--- src/rtl/fbdraw_pkg.sv ---
`default_nettype none
// ----------------------------------------------------------------------------
// fbdraw_pkg
// Shared constants, types, command/status structs and the 5x7 font table
// for the framebuffer rectangle and glyph drawer.
// ----------------------------------------------------------------------------
package fbdraw_pkg;

    // Frame geometry
    localparam int FRAME_WIDTH  = 128;
    localparam int FRAME_HEIGHT = 64;
    localparam int FRAME_PIXELS = FRAME_WIDTH * FRAME_HEIGHT;
    localparam int ADDR_W       = $clog2(FRAME_PIXELS);
    localparam int X_W          = $clog2(FRAME_WIDTH);
    localparam int Y_W          = $clog2(FRAME_HEIGHT);

    // Glyph geometry
    localparam int GLYPH_ROWS   = 7;
    localparam int GLYPH_COLS   = 5;
    localparam int GLYPH_PIXELS = GLYPH_ROWS * GLYPH_COLS;
    localparam int GCOL_W       = $clog2(GLYPH_COLS);
    localparam int GSTEP_W      = $clog2(GLYPH_PIXELS);

    // Field widths
    localparam int IN_COORD_W = 9;
    localparam int COORD_W    = 10;   // holds origin plus glyph offset
    localparam int COLOUR_W   = 16;
    localparam int CODE_W     = 8;
    localparam int REQ_W      = 2;

    typedef logic signed [COORD_W-1:0] coord_t;

    localparam coord_t FRAME_W_C = coord_t'(FRAME_WIDTH);
    localparam coord_t FRAME_H_C = coord_t'(FRAME_HEIGHT);

    // Request type codes
    localparam logic [REQ_W-1:0] REQ_FILL = 2'd0;
    localparam logic [REQ_W-1:0] REQ_CHAR = 2'd1;
    localparam logic [REQ_W-1:0] REQ_READ = 2'd2;

    // Controller to datapath commands
    typedef struct packed {
        logic load;
        logic fill_step;
        logic glyph_step;
        logic rd_en;
        logic out_load;
    } fbdraw_cmd_t;

    // Datapath to controller status
    typedef struct packed {
        logic fill_empty;
        logic fill_last;
        logic glyph_skip;
        logic glyph_last;
    } fbdraw_stat_t;

    // Full glyph bitmap, row 0 in the top bits, leftmost column as MSB of a row
    function automatic logic [GLYPH_PIXELS-1:0] glyph_bitmap(input logic [6:0] code);
        logic [GLYPH_PIXELS-1:0] bits;
        bits = '0;
        case ({1'b0, code})
            "A": bits = {5'h0E, 5'h11, 5'h11, 5'h1F, 5'h11, 5'h11, 5'h11};
            "B": bits = {5'h1E, 5'h11, 5'h11, 5'h1E, 5'h11, 5'h11, 5'h1E};
            "C": bits = {5'h0E, 5'h11, 5'h10, 5'h10, 5'h10, 5'h11, 5'h0E};
            "D": bits = {5'h1C, 5'h12, 5'h11, 5'h11, 5'h11, 5'h12, 5'h1C};
            "E": bits = {5'h1F, 5'h10, 5'h10, 5'h1E, 5'h10, 5'h10, 5'h1F};
            "F": bits = {5'h1F, 5'h10, 5'h10, 5'h1E, 5'h10, 5'h10, 5'h10};
            "G": bits = {5'h0E, 5'h11, 5'h10, 5'h17, 5'h11, 5'h11, 5'h0F};
            "H": bits = {5'h11, 5'h11, 5'h11, 5'h1F, 5'h11, 5'h11, 5'h11};
            "I": bits = {5'h0E, 5'h04, 5'h04, 5'h04, 5'h04, 5'h04, 5'h0E};
            "J": bits = {5'h07, 5'h02, 5'h02, 5'h02, 5'h02, 5'h12, 5'h0C};
            "K": bits = {5'h11, 5'h12, 5'h14, 5'h18, 5'h14, 5'h12, 5'h11};
            "L": bits = {5'h10, 5'h10, 5'h10, 5'h10, 5'h10, 5'h10, 5'h1F};
            "M": bits = {5'h11, 5'h1B, 5'h15, 5'h15, 5'h11, 5'h11, 5'h11};
            "N": bits = {5'h11, 5'h19, 5'h15, 5'h13, 5'h11, 5'h11, 5'h11};
            "O": bits = {5'h0E, 5'h11, 5'h11, 5'h11, 5'h11, 5'h11, 5'h0E};
            "P": bits = {5'h1E, 5'h11, 5'h11, 5'h1E, 5'h10, 5'h10, 5'h10};
            "Q": bits = {5'h0E, 5'h11, 5'h11, 5'h11, 5'h15, 5'h12, 5'h0D};
            "R": bits = {5'h1E, 5'h11, 5'h11, 5'h1E, 5'h14, 5'h12, 5'h11};
            "S": bits = {5'h0F, 5'h10, 5'h10, 5'h0E, 5'h01, 5'h01, 5'h1E};
            "T": bits = {5'h1F, 5'h04, 5'h04, 5'h04, 5'h04, 5'h04, 5'h04};
            "U": bits = {5'h11, 5'h11, 5'h11, 5'h11, 5'h11, 5'h11, 5'h0E};
            "V": bits = {5'h11, 5'h11, 5'h11, 5'h11, 5'h11, 5'h0A, 5'h04};
            "W": bits = {5'h11, 5'h11, 5'h11, 5'h15, 5'h15, 5'h1B, 5'h11};
            "X": bits = {5'h11, 5'h11, 5'h0A, 5'h04, 5'h0A, 5'h11, 5'h11};
            "Y": bits = {5'h11, 5'h11, 5'h0A, 5'h04, 5'h04, 5'h04, 5'h04};
            "Z": bits = {5'h1F, 5'h01, 5'h02, 5'h04, 5'h08, 5'h10, 5'h1F};
            "0": bits = {5'h0E, 5'h11, 5'h13, 5'h15, 5'h19, 5'h11, 5'h0E};
            "1": bits = {5'h04, 5'h0C, 5'h04, 5'h04, 5'h04, 5'h04, 5'h0E};
            "2": bits = {5'h0E, 5'h11, 5'h01, 5'h02, 5'h04, 5'h08, 5'h1F};
            "3": bits = {5'h1F, 5'h02, 5'h04, 5'h02, 5'h01, 5'h11, 5'h0E};
            "4": bits = {5'h02, 5'h06, 5'h0A, 5'h12, 5'h1F, 5'h02, 5'h02};
            "5": bits = {5'h1F, 5'h10, 5'h1E, 5'h01, 5'h01, 5'h11, 5'h0E};
            "6": bits = {5'h06, 5'h08, 5'h10, 5'h1E, 5'h11, 5'h11, 5'h0E};
            "7": bits = {5'h1F, 5'h01, 5'h02, 5'h04, 5'h08, 5'h08, 5'h08};
            "8": bits = {5'h0E, 5'h11, 5'h11, 5'h0E, 5'h11, 5'h11, 5'h0E};
            "9": bits = {5'h0E, 5'h11, 5'h11, 5'h0F, 5'h01, 5'h02, 5'h0C};
            ".": bits = {5'h06, 5'h00, 5'h00, 5'h00, 5'h00, 5'h00, 5'h00};
            ":": bits = {5'h0A, 5'h00, 5'h0A, 5'h00, 5'h00, 5'h00, 5'h00};
            "-": bits = {5'h1F, 5'h00, 5'h00, 5'h00, 5'h00, 5'h00, 5'h00};
            ">": bits = {5'h02, 5'h04, 5'h08, 5'h04, 5'h02, 5'h00, 5'h00};
            default: bits = '0;
        endcase
        return bits;
    endfunction

endpackage
`default_nettype wire

--- src/rtl/fbdraw_ctrl.sv ---
`default_nettype none
// ----------------------------------------------------------------------------
// fbdraw_ctrl
// Request sequencer: clearing pass, fill and glyph walks, pixel read and
// the result handshake.
// ----------------------------------------------------------------------------
module fbdraw_ctrl
    import fbdraw_pkg::*;
(
    input  wire logic              clk,
    input  wire logic              rst_n,
    input  wire logic              req_valid,
    output logic                   req_ready,
    input  wire logic [REQ_W-1:0]  req_type,
    output logic                   rsp_valid,
    input  wire logic              rsp_ready,
    output fbdraw_cmd_t            cmd,
    input  wire fbdraw_stat_t      stat
);

    typedef enum logic [2:0] {
        ST_IDLE,
        ST_FILL,
        ST_GLYPH,
        ST_READ,
        ST_READ_DONE
    } state_t;

    state_t state_reg, state_next;
    logic   rsp_valid_reg, rsp_valid_next;
    logic   accept;
    logic   slot_free;

    assign req_ready = (state_reg == ST_IDLE);
    assign accept    = req_valid && req_ready;
    assign slot_free = !rsp_valid_reg || rsp_ready;
    assign rsp_valid = rsp_valid_reg;

    // next state and commands
    always_comb
    begin
        state_next     = state_reg;
        rsp_valid_next = rsp_valid_reg && !rsp_ready;
        cmd            = '0;
        case (state_reg)
            ST_IDLE:
            begin
                if (accept)
                begin
                    cmd.load = 1'b1;
                    case (req_type)
                        REQ_FILL: state_next = stat.fill_empty ? ST_IDLE : ST_FILL;
                        REQ_CHAR: state_next = stat.glyph_skip ? ST_IDLE : ST_GLYPH;
                        REQ_READ: state_next = ST_READ;
                        default:  state_next = ST_IDLE;
                    endcase
                end
            end
            ST_FILL:
            begin
                cmd.fill_step = 1'b1;
                if (stat.fill_last)
                begin
                    state_next = ST_IDLE;
                end
            end
            ST_GLYPH:
            begin
                cmd.glyph_step = 1'b1;
                if (stat.glyph_last)
                begin
                    state_next = ST_IDLE;
                end
            end
            ST_READ:
            begin
                cmd.rd_en  = 1'b1;
                state_next = ST_READ_DONE;
            end
            ST_READ_DONE:
            begin
                if (slot_free)
                begin
                    cmd.out_load   = 1'b1;
                    rsp_valid_next = 1'b1;
                    state_next     = ST_IDLE;
                end
            end
            default:
            begin
                state_next = ST_IDLE;
            end
        endcase
    end

    // state register; reset starts the clearing pass as a full-frame fill
    always_ff @(posedge clk or negedge rst_n)
    begin
        if (!rst_n)
        begin
            state_reg     <= ST_FILL;
            rsp_valid_reg <= 1'b0;
        end
        else
        begin
            state_reg     <= state_next;
            rsp_valid_reg <= rsp_valid_next;
        end
    end

    // at most one datapath action per cycle
    a_cmd_onehot: assert property (@(posedge clk) disable iff (!rst_n)
        $onehot0({cmd.load, cmd.fill_step, cmd.glyph_step, cmd.rd_en, cmd.out_load}))
        else $error("fbdraw_ctrl: more than one datapath command");

    // a result never overwrites one still waiting
    a_out_slot: assert property (@(posedge clk) disable iff (!rst_n)
        cmd.out_load |-> slot_free)
        else $error("fbdraw_ctrl: result loaded over pending result");

    // no new transaction while the frame memory is being walked
    a_no_accept_busy: assert property (@(posedge clk) disable iff (!rst_n)
        (cmd.fill_step || cmd.glyph_step || cmd.rd_en) |-> !req_ready)
        else $error("fbdraw_ctrl: request ready during a walk");

    // ST_READ_DONE, which loads the result, follows in the cycle after the memory read
    a_read_seq: assert property (@(posedge clk) disable iff (!rst_n)
        cmd.rd_en |=> (state_reg == ST_READ_DONE))
        else $error("fbdraw_ctrl: read not followed by capture");

endmodule
`default_nettype wire

--- config.mk ---
export PLATFORM = sky130hd
export DESIGN_NAME = fbdraw_ctrl
export DESIGN_NICKNAME = d
export VERILOG_FILES = /design/src/rtl/fbdraw_pkg.sv /design/src/rtl/fbdraw_ctrl.sv
export SDC_FILE = /design/constraint.sdc
export NUM_CORES = 1
export LEC_CHECK = 0
export ABC_AREA = 1
export BUFFER_PORTS_ARGS = -buffer_cell sky130_fd_sc_hd__buf_2
export CORE_AREA = 2 2 39 41
export CTS_CLUSTER_DIAMETER = 120
export CTS_CLUSTER_SIZE = 20
export DETAILED_ROUTE_END_ITERATION = 16
export DIE_AREA = 0 0 41 43
export GPL_TIMING_DRIVEN = 0
export PLACE_DENSITY = 0.54
export SETUP_SLACK_MARGIN = 0.05
export SYNTH_ARGS = -nofsm -noshare
export SYNTH_HDL_FRONTEND = slang
export SYNTH_SLANG_ARGS = --single-unit
--- constraint.sdc ---
create_clock -name clk -period 1.5 [get_ports clk]
set_input_delay 0.075 -clock clk [delete_from_list [all_inputs] [get_ports clk]]
set_output_delay 0.075 -clock clk [all_outputs]
set_load 0.05 [all_outputs]
# Yosys cells after proc, flatten, opt, wreduce, memory -nomap -nowiden
# Index checks and enable logic that the tools add are counted.
[totals]
regBits = 4
latchBits = 0
ram_bits = 0
mem_bits_ro = 0
input_bits = 10
out_inout_bits = 7
word_cells = 37
mem_count = 0
[classes]
addsub = 0
mul = 0
n_div = 0
magnitude_cmp = 0
eq_ne = 10
shifts = 0
muxes = 17
n_bitwise = 0
reduce_logical = 8
[ops]
columns = ["op", "count"]
rows = [
  ["$pmux 3 s5", 1],
  ["$mux 3", 4],
  ["$mux 1", 10],
  ["$eq 3x2->1 const B", 2],
  ["$ne 2x2->1 const B", 3],
  ["$pmux 2 s3", 1],
  ["$reduce_and 4->1", 1],
  ["$eq 3x1->1 const B", 1],
  ["$eq 3x3->1 const B", 1],
  ["$logic_not 3->1", 1],
  ["$eq 2x1->1 const B", 1],
  ["$eq 2x2->1 const B", 1],
  ["$logic_and 1x1->1", 2],
  ["$logic_not 1->1", 2],
  ["$logic_not 2->1", 1],
  ["$mux 2", 1],
  ["$ne 2x1->1 const B", 1],
  ["$logic_or 1x1->1", 1],
]

# Longest topological paths before layout
# Gate-level depths: netlist of the first run.
[depth]
depth_word = 4
depth_mapped = 6
depth_no_buf = 6

# Worst setup path before layout of the first run
# No wires, ideal clock.
[synth_path]
kind = "reg2out"
startpoint = "register state_reg[2]"
endpoint = "output cmd[2] in the netlist's numbering"
t_arrival_ns = 1.534
t_required_ns = 1.425
path_slack_ns = -0.109
stages_incl_launch_ff = 2
path_buffers = 0
cell_sequence = "dfrtp_1 -> nor3_1"
[synth_rtl]
columns = ["element", "line_no", "rtl"]
rows = [
  ["from (decl)", "fbdraw_ctrl.sv:29", "state_t state_reg, state_next;"],
  ["from (signal assigned)", "fbdraw_ctrl.sv:106", "state_reg <= state_next;"],
  ["to (decl)", "fbdraw_ctrl.sv:17", "output fbdraw_cmd_t cmd,"],
]

==> metrics.txt, run 1 <==
via count=329; Post-Syn Instances=45; most common cell after layout, fill and taps aside=buf_2; Compound-Gate Fraction of Synth Area=5.83%; router iterations before antenna repair=3; vias per cell=4.01; CTS sink count=4; area grow syn2layout=53.4%; Starting DRT DRC Count=3; crit path max fanout=4; Routed WL per cell=7.41 um; Starting Density=20.2%; R2R Setup Slk=370 ps; category of the most critical setup path=reg -> out; Switching Fraction=57.2%; Max Slew Vio Count=0; Synth Area in XOR/XNOR=0%; power per cell area=2230 mW/mm2; Leak Pwr=0.261 nW; Post-CTS Repair Setup Buffers=0; sw power=0.547 mW; worst reg2reg path startpoint=state_reg[0]; crit end category=output pin; IO Count=17; measured slew at the worst slew-check pin=249 ps; Synth Area in Simple Gates=43.0%; post-synthesis mux area share=0%; Flop pwr share=21.9%; most frequent cells in the layout=15 x buf_2, 8 x nor2_1, 8 x nand2_1, 8 x inv_1, 6 x nand3_1; adder-cell share of the synthesized area=0%; share of layout cells above drive strength 1=45.5%; placed cells=77; via count of the first global-routing pass=306; first-pass GRT wire length=1.03 mm; Fillers=160; non-filler cells, final=82; setup TNS=0 ps; I/O Buffers=16; Seq/Total Area, Yosys=36.3%; Core Rows=14; Multi-input gate area=145 um2; n_diodes=0; initial antenna violation count=0; Cell Area, Placed=388 um2; Slew headroom=83.5%; Clock Power Share=16.2%; Pint=0.409 mW; fin crit share=90.5%; CTS Buffer Depth=2; GP Congestion=0.653; pre-CTS setup slack=362 ps; Hold Path Cell Cnt=4; Hold WS=66.7 ps; worst min-delay path category=in -> reg; Max IR drop VDD=0.426 mV; root buf cell=clkbuf_4; unrepaired setup endpoints after global routing=false; worst skew pair latency=240 ps; largest net degree at the start of global routing=7; drt drc=0; Layout Skew=2.91 ps; largest family of logic cells by synthesized area=simple AND/OR/NAND/NOR gates; gr usage total=9.19%; Core ar.=0.00138 mm2; Netlist cell types=13; worst hold start=stat[2]; antenna-violating nets left=0; R2R depth=5; H-tree levels=1; status=finished clean; Num CTS Buffers=3; Final Hold Vio Count=0; Core Util, Final=30.9%; combinational power share=61.9%; Synth Area per Inst=6.20 um2; Worst R2R End=state_reg[1]; register area=103 um2; number of warning messages in the yosys log=0; clock transition at the registers of the reported paths=40 ps; Crit path required time=1420 ps; setup violators final=0; Synth Cell Area=279 um2; element type at the critical path start=flip-flop; die height=43 um; die area=0.00176 mm2; total power=0.956 mW; CTS tree=done; Nets=77; syn_nets=55; Max-cap violations=0; gr ovfl total=0; max FFs per register=3; drt total wl=608 um; fin crit period=1360 ps; Synth Register Bits=4; Worst EP arrival=1280 ps; Fmax=0.737 GHz; DP Wirelength=508 um; post-route setup slack=143 ps; Die Wd=41 um; fin area=428 um2; hold path endpoint=state_reg[0]
## Yosys cell counts (all sizes together)
master	n	share of area (%)
nand3	6	11
dfstp	1	9.4
dfrtp	3	27
nor2	11	17
inv	11	15
o21ai	1	1.8
o22ai	1	2.2
nand2	9	13
a21oi	1	1.8
nor3	1	1.8
## worst max-delay path, stage by stage, from the launching register on
cell	delay [ps]
dfrtp_1	410
nor2_2	150
nand2_2	100
a21oi_2	110
buf_2	260
## routing by layer
metal | global-route usage, % | vias up | part of all wire (%)
li1 | - | 179 | -
met1 | 9.18 | 143 | 44
met2 | 13.1 | 5 | 51
met3 | 3.14 | 2 | 2.1
met4 | 10.0 | 0 | 3.1
met5 | 0 | - | 0
## area by class of cell
| class | instances | area share, % |
|---|---|---|
| multi-input cells | 30 | 33.9 |
| flip-flops and latches | 4 | 24.0 |
| repair buffers | 17 | 21.6 |
| inverters | 11 | 9.65 |
| clock buffers | 4 | 6.14 |
| well taps | 16 | 4.68 |
## worst max-delay path by stage
stage	start	to	slack (ps)	depth (start not counted)
floorplan	state_reg[2]	cmd[4]	120	3
global placement	state_reg[2]	cmd[4]	370	4
detailed placement	state_reg[2]	cmd[4]	360	4
CTS	state_reg[2]	cmd[4]	90	4
global route	state_reg[2]	cmd[4]	80	4
finish	state_reg[1]	cmd[0]	140	4
## cell families (layout without fill, tap and decap cells)
kind of cell,count (synthesis),count (layout)
flops,4,4
compound gates,3,3
buf+inv,11,32
simple gates,27,27
## power groups by stage
stage / Clock [mW] / Combinational, mW / Sequential, mW
global route: 0.164 / 0.642 / 0.218
global placement: 0 / 0.591 / 0.210
finish: 0.155 / 0.592 / 0.210
CTS: 0.159 / 0.591 / 0.208
detailed placement: 0 / 0.589 / 0.210
floorplan: 0 / 0.449 / 0.228
## timing repair
item,CTS,global route
hold buffers,1,0
hold endpoints to repair,4,0
setup endpoints to repair,0,1
gates resized for setup,0,2
No activity file was read; power rests on OpenSTA's default activity.
==> inputs of run 2 (changes only) <==
Clock period 1.5 ns to 1.4 ns, I/O delays scaled along.
==> run 2 against run 1 <==
Effect of this change: hold slack got worse by 9.7 ps; clock skew is 6.4 ps higher; die area stayed put; total power up 20%; critical path depth stayed put; sequential cell count did not move; clock-buffer cell count unchanged; non-clock buffer count increased by 1; critical path type unchanged; largest power group unchanged.
==> metrics.txt, run 2 (synthesis gave the netlist of run 1 again) <==
I/O Buffers=16 (unchanged); Core ar.=0.00138 mm2 (unchanged); crit end category=output pin; vias per cell=4.11 (+2.4%); CTS tree=done; unrepaired setup endpoints after global routing=false; Core Rows=14 (unchanged); Flop pwr share=20.6% (-1.3 points); die area=0.00176 mm2 (unchanged); initial antenna violation count=0 (unchanged); H-tree levels=1 (unchanged); via count=341 (+3.6%); Final Hold Vio Count=0 (unchanged); Clock Power Share=14.2% (-2.0 points); R2R depth=6 (+1); worst min-delay path category=in -> reg; measured slew at the worst slew-check pin=251 ps (+2.40 ps); CP Cell Sequence=nor2_1 > nand2_1 > nor2_2 > buf_6; most frequent cells in the layout=11 x buf_2, 8 x nand2_1, 8 x inv_1, 7 x nor2_1, 6 x nand3_1; DP Wirelength=532 um (+4.8%); crit path max fanout=6 (+2); Starting Density=20.2% (unchanged); Worst EP arrival=1210 ps (-70 ps); Max Slew Vio Count=0 (unchanged); met2 usage=14.1% (+0.94 points); met1 Usage GRT=10.4% (+1.2 points); status=finished clean; power per cell area=2450 mW/mm2 (+9.4%); setup TNS=0 ps (unchanged); Hold WS=57.0 ps (-9.74 ps); Starting DRT DRC Count=5 (+2); Slew headroom=83.4% (-0.16 points); Max-cap violations=0 (unchanged); CP delay by family, top=flip-flops; Num CTS Buffers=3 (unchanged); antenna-violating nets left=0 (unchanged); drt drc=0 (unchanged); GP Congestion=0.671 (+2.8%); area grow syn2layout=67.7%; sw power=0.613 mW (+12%); Switching Fraction=53.6% (-3.6 points); gr ovfl total=0 (unchanged); worst reg2reg path startpoint=state_reg[2]; largest net degree at the start of global routing=7 (unchanged); hold path endpoint=state_reg[0]; n_diodes=0 (unchanged); gr busiest metal=met2; setup violators final=0 (unchanged); Fmax=0.779 GHz; Worst path max stage delay=450 ps (+40 ps); share of layout cells above drive strength 1=47.8% (+2.3 points); Crit path required time=1330 ps (-90 ps); Leak Pwr=0.273 nW (+4.5%); Max IR drop VDD=1.02 mV (+140%); Hold Path Cell Cnt=4 (unchanged); category of the most critical setup path=reg -> out; CTS sink count=4 (unchanged); fin crit share=91.7%; worst skew pair latency=240 ps (about the same); max FFs per register=3 (unchanged); clock transition at the registers of the reported paths=40 ps (about the same); Nets=78 (+1.3%); Die Wd=41 um (unchanged); Worst R2R End=state_reg[0]; GR Layer Usage met3=4.71% (+1.6 points); Routed WL per cell=8.12 um (+9.5%); worst hold start=stat[2]; Buf/Inv on CP=1 (unchanged); CTS Buffer Depth=2 (unchanged); Layout Skew=9.33 ps (+6.42 ps); drt total wl=674 um (+11%); Pint=0.531 mW (+30%); combinational power share=65.3% (+3.4 points); Stages on worst setup path=4 (unchanged); router iterations before antenna repair=2 (-1); IO Count=17 (unchanged); via count of the first global-routing pass=313 (+2.3%); CP max-delay cell=dfrtp_2; first-pass GRT wire length=1.10 mm (+7.4%); fin crit period=1280 ps; die height=43 um (unchanged); R2R Setup Slk=260 ps (-110 ps); element type at the critical path start=flip-flop; root buf cell=clkbuf_4; gr usage total=9.26% (+0.073 points); most common cell after layout, fill and taps aside=buf_2
## run 2: changes by cell type in the layout (fill, tap and decap cells not counted), sizes merged
| cell | before | now |
|---|---|---|
| buf | 15 | 17 |
| clkbuf | 5 | 4 |
## run 2: layer usage
layer	vias to the layer above	share of wire, %
met5	-	0
met4	0	0
met3	0	6.2
met2	7	54
met1	155	39
li1	179	-
## run 2: through the flow
stage	instance area (um2)	total power, mW	worst slack (ps)	utilization, %	std cells
floorplan	290	0.732	60.2	-	45
global placement	390	0.861	265	28.2	77
detailed placement	390	0.862	274	28.2	77
CTS	434	1.06	64.4	31.4	82
global route	468	1.23	47.2	33.8	83
finish	468	1.14	117	33.8	83
## run 2: worst register-to-register path, delay by kind of cell (launching register included)
| family | cells | cell delay [ps] |
|---|---|---|
| buffers and inverters | 1 | 140 |
| DFF | 1 | 450 |
| and+or+nand+nor | 5 | 490 |
## run 2: layout make-up
cell class | count | area [um2]
multi-input cells | 30 | 153
inverters | 11 | 41.3
flip-flops and latches | 4 | 103
fillers | 154 | 916
clock buffers | 4 | 26.3
well taps | 16 | 20.0
repair buffers | 18 | 125
## run 2: power groups by stage
| stage | clock (mW) | combinational [mW] | sequential [mW] |
|---|---|---|---|
| floorplan | 0 | 0.488 | 0.245 |
| global placement | 0 | 0.636 | 0.225 |
| detailed placement | 0 | 0.636 | 0.226 |
| CTS | 0.171 | 0.665 | 0.224 |
| global route | 0.176 | 0.808 | 0.247 |
| finish | 0.162 | 0.747 | 0.235 |
## run 2: timing repair
item / CTS / global route
buffers inserted: 0 / 1
hold buffers: 1 / 0
pin swaps: 0 / 1
resized for setup: 3 / 10
hold endpoints to repair: 4 / 0
setup endpoints to repair: 3 / 5
cloned: 0 / 0
## run 2: how the worst max path moves through the flow
stage	startpoint	to
global route	state_reg[2]	cmd[4]
global placement	state_reg[0]	state_reg[1]
detailed placement	state_reg[0]	state_reg[1]
finish	state_reg[2]	cmd[4]
floorplan	state_reg[0]	cmd[1]
CTS	state_reg[2]	cmd[4]
